$ cat config.mk
export PLATFORM = sky130hd
export DESIGN_NAME = led_flash_ramp_top
export DESIGN_NICKNAME = d
export VERILOG_FILES = /design/src/rtl/lfr_pkg.sv /design/src/rtl/lfr_quot_table.sv /design/src/rtl/lfr_core.sv /design/src/rtl/led_flash_ramp_top.sv
export VERILOG_INCLUDE_DIRS = /design/src /design/src/rtl
export SDC_FILE = /design/constraint.sdc
export NUM_CORES = 1
export LEC_CHECK = 0
export CAP_MARGIN = 20
export CELL_PAD_IN_SITES_DETAIL_PLACEMENT = 0
export CELL_PAD_IN_SITES_GLOBAL_PLACEMENT = 2
export CORE_MARGIN = 4
export CORE_UTILIZATION = 43
export CTS_CLUSTER_SIZE = 24
export DETAILED_ROUTE_END_ITERATION = 10
export DONT_BUFFER_PORTS = 1
export PLACE_DENSITY_LB_ADDON = 0.05
export SLEW_MARGIN = 20
export SYNTH_ARGS = -nofsm -noshare
export SYNTH_HDL_FRONTEND = slang
export SYNTH_SLANG_ARGS = --single-unit
export TNS_END_PERCENT = 1
$ cat constraint.sdc
create_clock -name clk -period 19.9 [get_ports clk]
set_input_delay 0.995 -clock clk [delete_from_list [all_inputs] [get_ports clk]]
set_output_delay 0.995 -clock clk [all_outputs]
set_load 0.005 [all_outputs]
$ cat src/rtl/led_flash_ramp_top_assert.svh
// assertion macros for the led flash ramp block
`ifndef LED_FLASH_RAMP_TOP_ASSERT_SVH
`define LED_FLASH_RAMP_TOP_ASSERT_SVH

`ifndef SYNTHESIS

`define LFR_ASSERT_IMP(lbl, clk, rst, ante, cons) \
  lbl: assert property (@(posedge clk) disable iff (rst) (ante) |-> (cons)) \
    else $error("led_flash_ramp assertion failed");

`define LFR_ASSERT_NEXT(lbl, clk, rst, ante, cons) \
  lbl: assert property (@(posedge clk) disable iff (rst) (ante) |=> (cons)) \
    else $error("led_flash_ramp assertion failed");

`else

`define LFR_ASSERT_IMP(lbl, clk, rst, ante, cons)

`define LFR_ASSERT_NEXT(lbl, clk, rst, ante, cons)

`endif

`endif

$ cat src/rtl/lfr_pkg.sv
`default_nettype none

package lfr_pkg;

  localparam int unsigned LFR_STEP_THRESHOLD = 32;
  localparam int unsigned LVL_W = 8;

  localparam logic [1:0] MODE_OFF  = 2'd0;
  localparam logic [1:0] MODE_UP   = 2'd1;
  localparam logic [1:0] MODE_DOWN = 2'd2;

  localparam logic CMD_TICK  = 1'b0;
  localparam logic CMD_FLASH = 1'b1;

  typedef struct packed {
    logic [LVL_W-1:0] flash_step;
    logic [LVL_W-1:0] flash_peak;
    logic             cmd;
  } lfr_item_t;

  typedef struct packed {
    logic             flash_finished;
    logic             flash_started;
    logic             output_enable;
    logic [LVL_W-1:0] pwm_level;
  } lfr_result_t;

endpackage

`default_nettype wire

$ cat src/rtl/lfr_quot_table.sv
`default_nettype none

// constant quotient table: level divided by the step threshold modulo 256 (by one when that is zero)
module lfr_quot_table
  import lfr_pkg::*;
#(
  parameter int unsigned STEP_THRESHOLD = LFR_STEP_THRESHOLD
) (
  input  wire logic [LVL_W-1:0] level,
  output logic      [LVL_W-1:0] quot
);

  localparam int unsigned Thr   = (STEP_THRESHOLD % 256 == 0) ? 1 : (STEP_THRESHOLD % 256);
  localparam int unsigned Depth = 1 << LVL_W;

  logic [LVL_W-1:0] tab [Depth];

  for (genvar i = 0; i < Depth; i++) begin : g_tab
    localparam logic [LVL_W-1:0] QV = LVL_W'(i / Thr);
    assign tab[i] = QV;
  end

  assign quot = tab[level];

endmodule

`default_nettype wire

$ cat src/rtl/lfr_core.sv
`default_nettype none

// flash state and the ramp arithmetic for one item
module lfr_core
  import lfr_pkg::*;
#(
  parameter int unsigned STEP_THRESHOLD = LFR_STEP_THRESHOLD
) (
  input  wire logic        clk,
  input  wire logic        rst,
  input  wire logic        fire,
  input  wire lfr_item_t   item,
  output lfr_result_t      result
);

  logic [1:0]       mode, mode_next;
  logic [LVL_W-1:0] level, level_next;
  logic [LVL_W-1:0] peak, peak_next;
  logic [LVL_W-1:0] step, step_next;

  logic [LVL_W-1:0]   quot;
  logic [2*LVL_W-1:0] prod;
  logic [LVL_W-1:0]   up_add, dn_sub, up_sum, up_val, dn_dif, dn_val;
  logic               below_thr, to_down;

  lfr_quot_table #(.STEP_THRESHOLD(STEP_THRESHOLD)) u_quot (
    .level (level),
    .quot  (quot)
  );

  assign below_thr = (quot == '0);
  assign prod      = {{LVL_W{1'b0}}, step} * {{LVL_W{1'b0}}, quot};
  assign up_add    = below_thr ? step : {prod[LVL_W-2:0], 1'b0};
  assign dn_sub    = below_thr ? step : prod[LVL_W-1:0];

  // up: bump by one when the add lands on the old level
  assign up_sum  = level + up_add;
  assign up_val  = (up_sum == level) ? up_sum + LVL_W'(1) : up_sum;
  assign to_down = (up_val < level) || (level > peak) || (up_val > peak);

  // down: drop by one on no change, clamp underflow to zero
  assign dn_dif = level - dn_sub;
  always_comb begin
    dn_val = (dn_dif == level) ? dn_dif - LVL_W'(1) : dn_dif;
    if (dn_val > level) begin
      dn_val = '0;
    end
  end

  always_comb begin
    mode_next             = mode;
    level_next            = level;
    peak_next             = peak;
    step_next             = step;
    result.flash_started  = 1'b0;
    result.flash_finished = 1'b0;
    if (item.cmd == CMD_FLASH) begin
      if (mode != MODE_UP && mode != MODE_DOWN) begin
        peak_next            = item.flash_peak;
        step_next            = item.flash_step;
        level_next           = LVL_W'(1);
        mode_next            = MODE_UP;
        result.flash_started = 1'b1;
      end
    end else begin
      case (mode)
        MODE_UP: begin
          if (to_down) begin
            mode_next = MODE_DOWN;
          end else begin
            level_next = up_val;
          end
        end
        MODE_DOWN: begin
          level_next = dn_val;
          if (dn_val == '0) begin
            mode_next             = MODE_OFF;
            result.flash_finished = 1'b1;
          end
        end
        default: begin
          mode_next  = MODE_OFF;
          level_next = '0;
        end
      endcase
    end
    result.pwm_level     = level_next;
    result.output_enable = (mode_next == MODE_UP) || (mode_next == MODE_DOWN);
  end

  always_ff @(posedge clk) begin
    if (rst) begin
      mode  <= MODE_OFF;
      level <= '0;
      peak  <= '0;
      step  <= '0;
    end else if (fire) begin
      mode  <= mode_next;
      level <= level_next;
      peak  <= peak_next;
      step  <= step_next;
    end
  end

endmodule

`default_nettype wire

$ cat src/rtl/led_flash_ramp_top.sv
// path: input register stage, ramp logic, result register stage, then the master side
// throughput: one beat per cycle while m_tready is high, set by the single registered ramp pass
// reset: synchronous active-high rst empties both register stages and returns the channel
// to off with level, peak and step at zero
`default_nettype none

module led_flash_ramp_top
  import lfr_pkg::*;
#(
  parameter int unsigned STEP_THRESHOLD = LFR_STEP_THRESHOLD
) (
  input  wire logic        clk,
  input  wire logic        rst,
  // slave side: flash requests and timer ticks
  input  wire logic        s_tvalid,
  output logic             s_tready,
  input  wire logic [15:0] s_tdata,   // [7:0] flash_peak, [15:8] flash_step
  input  wire logic [0:0]  s_tuser,   // [0] cmd: 0 tick, 1 flash request
  // master side: one result beat per input beat
  output logic             m_tvalid,
  input  wire logic        m_tready,
  output logic [15:0]      m_tdata    // [7:0] pwm_level, [8] output_enable,
                                      // [9] flash_started, [10] flash_finished, rest zero
);

  // input register stage
  logic        in_vld;
  lfr_item_t   in_item;

  // result register stage
  lfr_result_t res, res_reg;

  logic out_free;  // result register can take a new beat this cycle
  logic adv;       // the held input beat moves through the ramp logic
  logic s_fire;

  assign out_free = !m_tvalid || m_tready;
  assign adv      = in_vld && out_free;
  assign s_tready = !in_vld || out_free;
  assign s_fire   = s_tvalid && s_tready;

  always_ff @(posedge clk) begin
    if (rst) begin
      in_vld <= 1'b0;
    end else begin
      in_vld <= s_fire || (in_vld && !adv);
    end
  end

  // payload needs no reset
  always_ff @(posedge clk) begin
    if (s_fire) begin
      in_item.cmd        <= s_tuser[0];
      in_item.flash_peak <= s_tdata[7:0];
      in_item.flash_step <= s_tdata[15:8];
    end
  end

  // state lives in the core and only moves when a beat passes through
  lfr_core #(.STEP_THRESHOLD(STEP_THRESHOLD)) u_core (
    .clk    (clk),
    .rst    (rst),
    .fire   (adv),
    .item   (in_item),
    .result (res)
  );

  always_ff @(posedge clk) begin
    if (rst) begin
      m_tvalid <= 1'b0;
    end else begin
      m_tvalid <= adv || (m_tvalid && !m_tready);
    end
  end

  always_ff @(posedge clk) begin
    if (adv) begin
      res_reg <= res;
    end
  end

  assign m_tdata = {5'd0, res_reg};

  `include "led_flash_ramp_top_assert.svh"

  // a start always shows level one with the pin driven and no finish
  `LFR_ASSERT_IMP(a_start_shape, clk, rst, m_tvalid && m_tdata[9], m_tdata[8] && (m_tdata[7:0] == 8'd1) && !m_tdata[10])
  // a finish leaves the channel dark
  `LFR_ASSERT_IMP(a_finish_dark, clk, rst, m_tvalid && m_tdata[10], !m_tdata[8] && (m_tdata[7:0] == 8'd0))
  // pin released means level zero
  `LFR_ASSERT_IMP(a_off_zero, clk, rst, m_tvalid && !m_tdata[8], m_tdata[7:0] == 8'd0)
  // a held input beat is never dropped while the result side is stalled
  `LFR_ASSERT_NEXT(a_hold_input, clk, rst, in_vld && !adv, in_vld)

endmodule

`default_nettype wire
* After elaboration in Yosys (flattened, before gate mapping)
Memory sizes are Yosys's and may differ from the RTL's.
Index checks and enable logic that the tools add are counted.
** Word-level totals
- Register bits after elaboration :: 56
- Latch bits :: 0
- Memory bits (writable) :: 0
- ROM bits :: 2048
- Input bits :: 21
- Output and inout port bits :: 18
- Word-level logic and storage cells :: 72
- Memories kept :: 1
** Cells by class
- Add/subtract/negate cells :: 4
- Multiply operators :: 1
- Divide/modulo/power cells :: 0
- $lt $le $gt $ge :: 5
- Eq/ne operators :: 8
- Shift operators :: 0
- Mux-type cells :: 18
- Bitwise logic cells :: 2
- Reductions and logical operators :: 20
** Memory list
- (name not given) :: depth 256, width 8, rd ports 1, clocked after memory_dff 0, write ports 0, RTL line lfr_quot_table.sv:23 : assign quot = tab[level];
** Operators by type and width (number)
- $mux 8 :: 10
- $gt 8x8->1 :: 3
- $eq 8x8->1 :: 2
- $logic_not 8->1 :: 2
- $pmux 8 s2 :: 1
- $ge 9x9->1 const B :: 1
- $not 8->9 :: 1
- $add 8x1->8 const B :: 1
- $add 8x8->8 :: 1
- $lt 8x8->1 :: 1
- $mul 8x8->8 :: 1
- $mux 2 :: 4
- $sub 8x1->8 const B :: 1
- $sub 8x8->8 :: 1
- $logic_or 1x1->1 :: 7
- $logic_and 1x1->1 :: 5
- $eq 2x1->1 const B :: 2
- $eq 2x2->1 const B :: 2
- $logic_not 1->1 :: 4
- $pmux 2 s2 :: 1
- $reduce_and 3->1 :: 1
- $mux 1 :: 2
- $ne 2x1->1 const B :: 1
- $ne 2x2->1 const B :: 1
- other kinds (2) :: 2

* Depth between registers and ports, before layout
Gate-level depths: netlist of the first run.
- Depth in word-level cells :: 17
- Depth in mapped cells :: 35
- Depth with buffers taken out :: 32

* Cells and area by module
Synthesis of the first run repeated with hierarchy kept, for this count alone.
** Unflattened totals
- Cells, all modules :: 646
- Area total of the unflattened synthesis :: 5570.3 µm²
** By module, submodules not included
- lfr_core :: instances 1, cells each 593, area an instance 4520.6 µm², seq. area each 520.5 µm²
- led_flash_ramp_top :: instances 1, cells each 44, area an instance 985.9 µm², seq. area each 880.8 µm²
- lfr_quot_table :: instances 1, cells each 9, area an instance 63.8 µm², seq. area each 0.0 µm²

* Worst setup path after synthesis of the first run
OpenSTA, ideal clock, no wires.
- Kind :: register -> register
- From :: register u_core.level[5]
- To :: register res_reg, in the netlist m_tdata[2] (data pin)
- Library setup time :: 255 ps
- Arrival time :: 6838 ps
- Required time :: 19645 ps
- Slack :: 12808 ps
- Cell stages (with the launch flop) :: 34
- Path buffers :: 3
- Clock period less this slack :: 7092 ps
- Cell sequence :: dfxtp_1 -> buf_4 -> clkbuf_1 -> and2_1 -> ha_1 -> ha_1 -> inv_1 -> fa_1 -> inv_1 -> ha_1 -> fa_1 -> xnor2_1 -> nand2_1 -> o21a_1 -> ha_1 -> xnor2_1 -> mux2i_1 -> nand4_1 -> nor4_1 -> nand4_1 -> nor2_1 -> mux2_2 -> ha_1 -> nor2b_1 -> o21a_1 -> o21ai_0 -> a31oi_1 -> nor3b_1 -> nor2b_1 -> a211o_1 -> nand2b_1 -> clkbuf_1 -> a22o_1 -> and2_1
** RTL lines
- start: declaration :: RTL line lfr_core.sv:17 : logic [LVL_W-1:0] level, level_next;
- start signal: assignment :: RTL line lfr_core.sv:99 : level <= level_next;
- end signal: assignment :: RTL line led_flash_ramp_top.sv:78 : res_reg <= res;
- end: declaration :: RTL line led_flash_ramp_top.sv:31 : lfr_result_t res, res_reg;

* Worst setup path in the final report of the first run
- From :: register u_core.level[5]
- To :: register u_core.level[6]
** Between the ends
- Longest elaborated chain between the ends :: 15
- Elaborated cells between the ends (all ways) :: 26
- Those cells by class :: 4 x add/sub; 1 x mul; 4 x order compare; 2 x eq/ne; 10 x mux; 1 x bitwise; 3 x reduce/logical; 1 x memory
** RTL lines
- $not 8->9 (implied by the code) :: RTL line lfr_quot_table.sv:23
- $mem_v2 256x8
- $mux 8 (implied by the code) (2 in a row) :: RTL line lfr_quot_table.sv:23
- $mul 8x8->8 / $logic_not 8->1 (equally long branches) :: RTL line lfr_core.sv:32, lfr_core.sv:31
- $mux 8 :: RTL line lfr_core.sv:33 : assign up_add = below_thr ? step : {prod[LVL_W-2:0], 1'b0};
- $add 8x8->8 :: RTL line lfr_core.sv:37 : assign up_sum = level + up_add;
- $add 8x1->8 / $eq 8x8->1 (equally long branches) :: RTL line lfr_core.sv:38 : assign up_val = (up_sum == level) ? up_sum + LVL_W'(1) : up_sum;
- $mux 8 :: RTL line lfr_core.sv:38
- $lt 8x8->1 :: RTL line lfr_core.sv:39 : assign to_down = (up_val < level) || (level > peak) || (up_val > peak);
- $logic_or 1x1->1 (2 in a row) :: RTL line lfr_core.sv:39
- $mux 8 :: RTL line lfr_core.sv:68 : if (to_down) begin
- $pmux 8 s2 * :: RTL line lfr_core.sv:66 : case (mode)
- $mux 8 * :: RTL line lfr_core.sv:57 : if (item.cmd == CMD_FLASH) begin
Mark *: on every way between the ends. The rest lies on a longest branch, timed or not. The select of a mux whose other input is x is not followed.
A chain may end at the register's enable or synchronous reset.

==> impl_metrics.env, run 1 <==
export IMPL_status="finished, final reports clean"
export IMPL_startpoint_type="flip-flop"
export IMPL_synthFlopType="edfxtp_1"
export IMPL_crit_slowest_cell="o41ai_1"
export IMPL_area_growth_pct=4.87
export IMPL_cts_sinks=56
export IMPL_timing_final_crit_share_pct=40.5
export IMPL_maxSlewHeadroom_pct=36.5
export IMPL_hold_viol=0
export IMPL_die_h_um=119
export IMPL_dieArea_um2=14300
export IMPL_cts_buffers=5
export IMPL_worstMarginPinSlew_ns=0.950
export IMPL_final_common_cell="nand2_1"
export IMPL_rows=40
export IMPL_arrival_ns=8.19
export IMPL_irDropWorstVdd_uv=63.2
export IMPL_maxCapViolCount=0
export IMPL_placed_cell_area_um2=5460
export IMPL_clkTransAtPathRegs_ns=0.07
export IMPL_coreArea_um2=12100
export IMPL_ys_ff_latch=56
export IMPL_drt_total_wl_um=14100
export IMPL_ant_nets=0
export IMPL_grt_max_degree=31
export IMPL_n_fill_cell=1241
export IMPL_grt_pass1_wl_um=23000
export IMPL_grt_pass1_vias=4358
export IMPL_setup_tns_ns=0
export IMPL_start_util_pct=44.1
export IMPL_rsz0062_at_grt="false"
export IMPL_ys_warn_count=0
export IMPL_root_buffer="clkbuf_16"
export IMPL_dr_total_vias=4398
export IMPL_met2_length_um=6450
export IMPL_cp_max_fo=20
export IMPL_synth_edf_count=28
export IMPL_dr_wl_met3_um=539
export IMPL_post_cts_setup_buffers=0
export IMPL_drtIter0Drc=188
export IMPL_ctsHoldBuffers=0
export IMPL_gp_congestion=0.853
export IMPL_fin_skew_ns=0.00529
export IMPL_drt_pass1_iter_count=4
export IMPL_met1Wirelength_um=6860
export IMPL_syn_instance_count=633
export IMPL_internal_power_mw=0.221
export IMPL_period_minus_slack_ns=8.06
export IMPL_cts_tree="done"
export IMPL_syn_area_per_cell_um2=8.44
export IMPL_final_cell_mix="nand2_1, ha_1, a21oi_1, inv_1, nor2_1"
export IMPL_worstSkewPairLatency_ns=0.30
export IMPL_combPwrFrac_pct=36.0
export IMPL_htreeDepth=2
export IMPL_vias_per_cell=5.57
export IMPL_wl_per_cell_um=17.8
export IMPL_nets=714
export IMPL_leakagePower_nw=2.34
export IMPL_drive_gt1_share_pct=4.51
export IMPL_place_port_buffers=0
export IMPL_power_density_nw_per_um2=61.0
export IMPL_grt_usage_pct=20.1
export IMPL_max_stage_delay_ns=0.54
export IMPL_ys_async_sr_fraction_pct=0
export IMPL_cpMostUsedCell="ha_1"
export IMPL_antenna_found_initial=0
export IMPL_drv_slew=0
export IMPL_p_sw_mw=0.120
export IMPL_netlist_area_um2=5340
export IMPL_holdCritPathClass="reg2reg"
export IMPL_sw_frac_of_total_pct=35.2
export IMPL_clock_path_buffers=2
export IMPL_antenna_cells=0
export IMPL_top_level_ports=39
export IMPL_ctsResizeCount=0
export IMPL_hpwlAfterDp_um=11000
export IMPL_cp_end_kind="flip-flop"
export IMPL_die_w_um=119
export IMPL_cp_required_ns=20.03
export IMPL_synth_cell_type_count=71
export IMPL_p_clk_share_pct=25.9
export IMPL_drcViolationCount=0
export IMPL_seq_area_frac_synth_pct=26.2
export IMPL_design_area_um2=5600
export IMPL_overflow=0
export IMPL_pwr_share_seq_pct=38.1
export IMPL_top_layer_used="met4"
export IMPL_setup_viol=0
export IMPL_path_class="reg2reg"
export IMPL_fmax_ghz=0.124
-- synth_stat cells (8+ instances only) --
cell      count  area share (%)
a21o_1       13             1.8
nand3_1      13             1.2
nor2_1       38             2.7
nand4_1      10             1.2
and2_1       28             3.3
a21oi_1      53             5.0
nand2b_1     11             1.3
inv_1        45             3.2
nand2_1      82             5.8
ha_1         66              15
clkbuf_1     16             1.1
nor2b_1       8            0.94
nor3_1       17             1.6
xor2_1       15             2.5
xnor2_1      24             3.9
dfxtp_1      28              10
a31oi_1       8            0.94
edfxtp_1     28              16
o21ai_0      21             2.0
-- power groups by stage --
stage	combinational (mW)	sequential [mW]	clock, mW
2_1_floorplan	0.0964	0.131	0
3_3_place_gp	0.120	0.133	0
3_5_place_dp	0.121	0.133	0
4_1_cts	0.122	0.130	0.0916
5_1_grt	0.138	0.131	0.0963
6_report	0.123	0.130	0.0885
-- worst max-delay path: cells and delay by family (launching register included) --
kind | cells | cell delay [ns]
adders and majority gates | 7 | 2.31
and+or+nand+nor | 10 | 1.79
AOI/OAI and AO/OA | 8 | 1.79
xor gates and xnor gates | 3 | 0.87
buffers and inverters | 3 | 0.37
muxes | 1 | 0.36
DFF | 1 | 0.35
-- area by class of cell --
| type | count | area, um^2 | area share (%) |
|---|---|---|---|
| Clock inverter | 3 | 22.5 | 0.402 |
| Multi-Input combinational cell | 508 | 3650 | 65.1 |
| Clock buffer | 5 | 125 | 2.23 |
| Sequential cell | 56 | 1400 | 25.0 |
| Tap cell | 168 | 210 | 3.75 |
| Timing Repair Buffer | 3 | 22.5 | 0.402 |
| Inverter | 46 | 173 | 3.08 |
-- cells by family (layout without fill, tap and decap cells) --
group                    count (synthesis)  after routing  synth area share, %
other                                    1              5               0.0702
XOR/XNOR                                44             44                 8.62
flip-flops                              56             56                 26.2
adder cells (fa/ha/maj)                 73             73                 18.1
AND/OR/NAND/NOR                        231            231                 21.2
multiplexers                             6              6                 1.24
buffers and inverters                   73             57                 5.76
AO/OA/AOI/OAI                          149            149                 18.8
-- through the flow --
stage	util [%]	worst slack (ns)	power, mW	hold slack, ns	instances
3_3_place_gp	45.0	11.71	0.253	0.440	781
6_report	46.3	11.84	0.342	0.448	789
4_1_cts	46.3	11.75	0.344	0.452	789
5_1_grt	46.3	11.30	0.365	0.474	789
3_5_place_dp	45.0	11.79	0.254	0.441	781
2_1_floorplan	-	12.81	0.227	0.436	637
-- sequential cells by signal, indices dropped and copies added (netlist names) --
name / count
u_core.peak: 8
u_core.level: 8
u_core.mode: 2
m_tvalid: 1
u_core.step: 8
in_item: 17
in_vld: 1
m_tdata: 11
-- layer usage --
layer / GRT usage (%) / vias to the layer above
li1: - / 2215
met1: 27.5 / 2087
met2: 33.4 / 81
met3: 2.94 / 15
met4: 4.72 / 0
met5: 0 / -
-- worst paths after layout --
check | start | end | slack, ns | cells after the start
setup / recovery | u_core.level[5] | u_core.level[6] | 11.84 | 32
hold / removal | u_core.peak[4] | u_core.peak[4] | 0.45 | 2
setup reg to reg | u_core.level[5] | u_core.level[6] | 11.84 | 32
hold reg to reg | u_core.peak[4] | u_core.peak[4] | 0.45 | 2
No activity file was read; power rests on OpenSTA's default activity.
==> inputs of run 2 (changes only) <==
ABC_AREA = 1   (was unset)
CORE_UTILIZATION = 33   (was 43)
clock period = 6.8 ns   (was 19.9 ns; I/O delays follow)
==> run 2 against run 1 <==
Routed wire length increased by 17%. Register-to-register slack worse by 11 ns. Maximum frequency increased by 27%. Final cell count is 29% higher. Clock power grew to 2.9 times the previous value. Clock-buffer cell count increased by 1. Non-clock buffer count up 13. Global-route usage fell by 2.2 points.
==> impl_metrics.env, run 2 <==
export IMPL_stdcell_count=1017
export IMPL_htreeDepth=2
export IMPL_multiInputGateArea_um2=3560
export IMPL_power_density_nw_per_um2=241
export IMPL_drive_gt1_share_pct=10.7
export IMPL_wl_per_cell_um=16.2
export IMPL_cpMostUsedCell="nand2_1"
export IMPL_coreArea_um2=16100
export IMPL_startpoint_type="flip-flop"
export IMPL_die_w_um=137
export IMPL_cp_max_fo=7
export IMPL_antenna_cells=0
export IMPL_synth_most_common_cell="nand2_1"
export IMPL_path_class="reg2reg"
export IMPL_area_growth_pct=10.4
export IMPL_seq_area_frac_synth_pct=25.6
export IMPL_rows=46
export IMPL_ant_nets=0
export IMPL_synth_edf_count=28
export IMPL_ff2ff_path_depth=40
export IMPL_synth_cell_type_count=43
export IMPL_ys_warn_count=0
export IMPL_largest_reg_flops=17
export IMPL_hold_viol=0
export IMPL_period_minus_slack_ns=6.34
export IMPL_nets=894
export IMPL_fin_skew_ns=0.00488
export IMPL_place_port_buffers=0
export IMPL_final_common_cell="nand2_1"
export IMPL_drv_slew=0
export IMPL_reg2reg_slack_ns=0.46
export IMPL_worstSkewPairLatency_ns=0.29
export IMPL_hpwlAfterDp_um=13300
export IMPL_ctsHoldBuffers=0
export IMPL_irDropWorstVdd_uv=168
export IMPL_vias_per_cell=4.87
export IMPL_crit_slowest_cell="fa_1"
export IMPL_top_level_ports=39
export IMPL_arrival_ns=6.39
export IMPL_holdCritPathClass="in2reg"
export IMPL_max_stage_delay_ns=0.64
export IMPL_overflow=0
export IMPL_drcViolationCount=0
export IMPL_cts_sinks=56
export IMPL_largest_register="in_item"
export IMPL_die_h_um=137
export IMPL_clock_path_buffers=2
export IMPL_grt_max_degree=35
export IMPL_n_fill_cell=1716
export IMPL_fmax_ghz=0.158
export IMPL_synth_top_cells_by_area="edfxtp_1, ha_1, nand2_1, dfxtp_1, inv_1"
export IMPL_antenna_found_initial=0
export IMPL_cp_end_kind="flip-flop"
export IMPL_setup_viol=0
export IMPL_cts_tree="done"
export IMPL_final_cell_mix="nand2_1, inv_1, nand3_1, ha_1, a21oi_1"
export IMPL_rsz0062_at_grt="true"
export IMPL_cts_buffers=5
export IMPL_start_util_pct=34.1
export IMPL_regArea_um2=1410
export IMPL_maxCapViolCount=0
export IMPL_whs_path_depth=1
export IMPL_grt_usage_pct=17.9
export IMPL_drt_total_wl_um=16400
export IMPL_synthFlopType="edfxtp_1"
export IMPL_gp_congestion=0.817
export IMPL_drtIter0Drc=312
export IMPL_grt_pass1_vias=4725
export IMPL_leakagePower_nw=3.11
export IMPL_ys_top_cells_by_count="nand2_1, inv_1, nand3_1"
export IMPL_drt_pass1_iter_count=5
export IMPL_syn_instance_count=792
export IMPL_whs_ns=0.0998
export IMPL_ys_async_sr_fraction_pct=0
export IMPL_dieArea_um2=18700
export IMPL_cp_required_ns=6.86
export IMPL_dp_cells=1005
export IMPL_status="finished, final reports clean"
export IMPL_yosysTopAreaCell="edfxtp_1"
export IMPL_syn_area_per_cell_um2=6.92
export IMPL_clkTransAtPathRegs_ns=0.07
export IMPL_maxSlewHeadroom_pct=46.8
export IMPL_netlist_area_um2=5480
export IMPL_ys_ff_latch=56
export IMPL_root_buffer="clkbuf_16"
export IMPL_worstMarginPinSlew_ns=0.795
export IMPL_grt_pass1_wl_um=26000
export IMPL_synth_top_cell_area_share_pct=15.3
export IMPL_dr_total_vias=4952
export IMPL_timing_final_crit_share_pct=93.2
==> run 2: path summary, 6_finish.rpt <==
check | startpoint | endpoint
hold reg to reg | in_vld | m_tvalid
setup reg to reg | u_core.step[5] | m_tdata[8]
setup / recovery | u_core.step[5] | m_tdata[8]
hold / removal | rst | u_core.step[3]
==> run 2: per-stage QoR <==
step	TNS (ns)	instance area [um^2]	utilization, %	power (mW)	setup WS (ns)
3_3_place_gp	-0.140	5770	35.9	1.16	-0.140
3_5_place_dp	-0.295	5770	35.9	1.16	-0.205
5_1_grt	-0.0400	6050	37.7	1.60	-0.0400
2_1_floorplan	0	5500	-	0.968	0.638
6_report	0	6050	37.7	1.46	0.463
4_1_cts	0	5910	36.8	1.43	0.0283
==> run 2: cells by family (layout without fill, tap and decap cells) <==
family | after synthesis | after routing | share of synthesized area (%)
AND/OR/NAND/NOR | 359 | 359 | 29.3
AO/OA/AOI/OAI | 120 | 120 | 12.0
buffers and inverters | 162 | 167 | 11.5
XOR/XNOR | 19 | 19 | 3.56
other | 1 | 5 | 0.0684
multiplexers | 2 | 2 | 0.411
flip-flops | 56 | 56 | 25.6
adder cells (fa/ha/maj) | 73 | 73 | 17.6
==> run 2: what timing repair did <==
action / 4_1_cts / 5_1_grt
pin swaps: 0 / 6
endpoints found under the setup margin: 3 / 20
endpoints found under the hold margin: 0 / 0
buffers inserted: 0 / 4
resized for setup: 1 / 34
==> run 2: final cells by class <==
type | count | area share [%]
Clock buffer | 6 | 2.13
Tap cell | 216 | 4.47
Multi-Input combinational cell | 578 | 58.9
Inverter | 143 | 8.87
Sequential cell | 56 | 23.2
Clock inverter | 2 | 0.227
Timing Repair Buffer | 16 | 2.17
==> run 2: worst max-delay path, delay by kind of cell (launching register included) <==
family	cells	cell delay, ns
AOI/OAI and AO/OA	6	1.04
adders and majority gates	6	2.05
buffers and inverters	5	0.45
DFF	1	0.56
and+or+nand+nor	23	1.99
==> run 2: where the power goes <==
part	internal, mW	switching, mW
Clock	0.138	0.121
Sequential	0.376	0.0215
Combinational	0.291	0.510
==> run 2: metal layers <==
metal  global-route usage (%)  routed length, um
met2                     30.1               7620
met3                     1.95                570
met5                        0                  0
met1                     25.1               8060
met4                     3.49                197
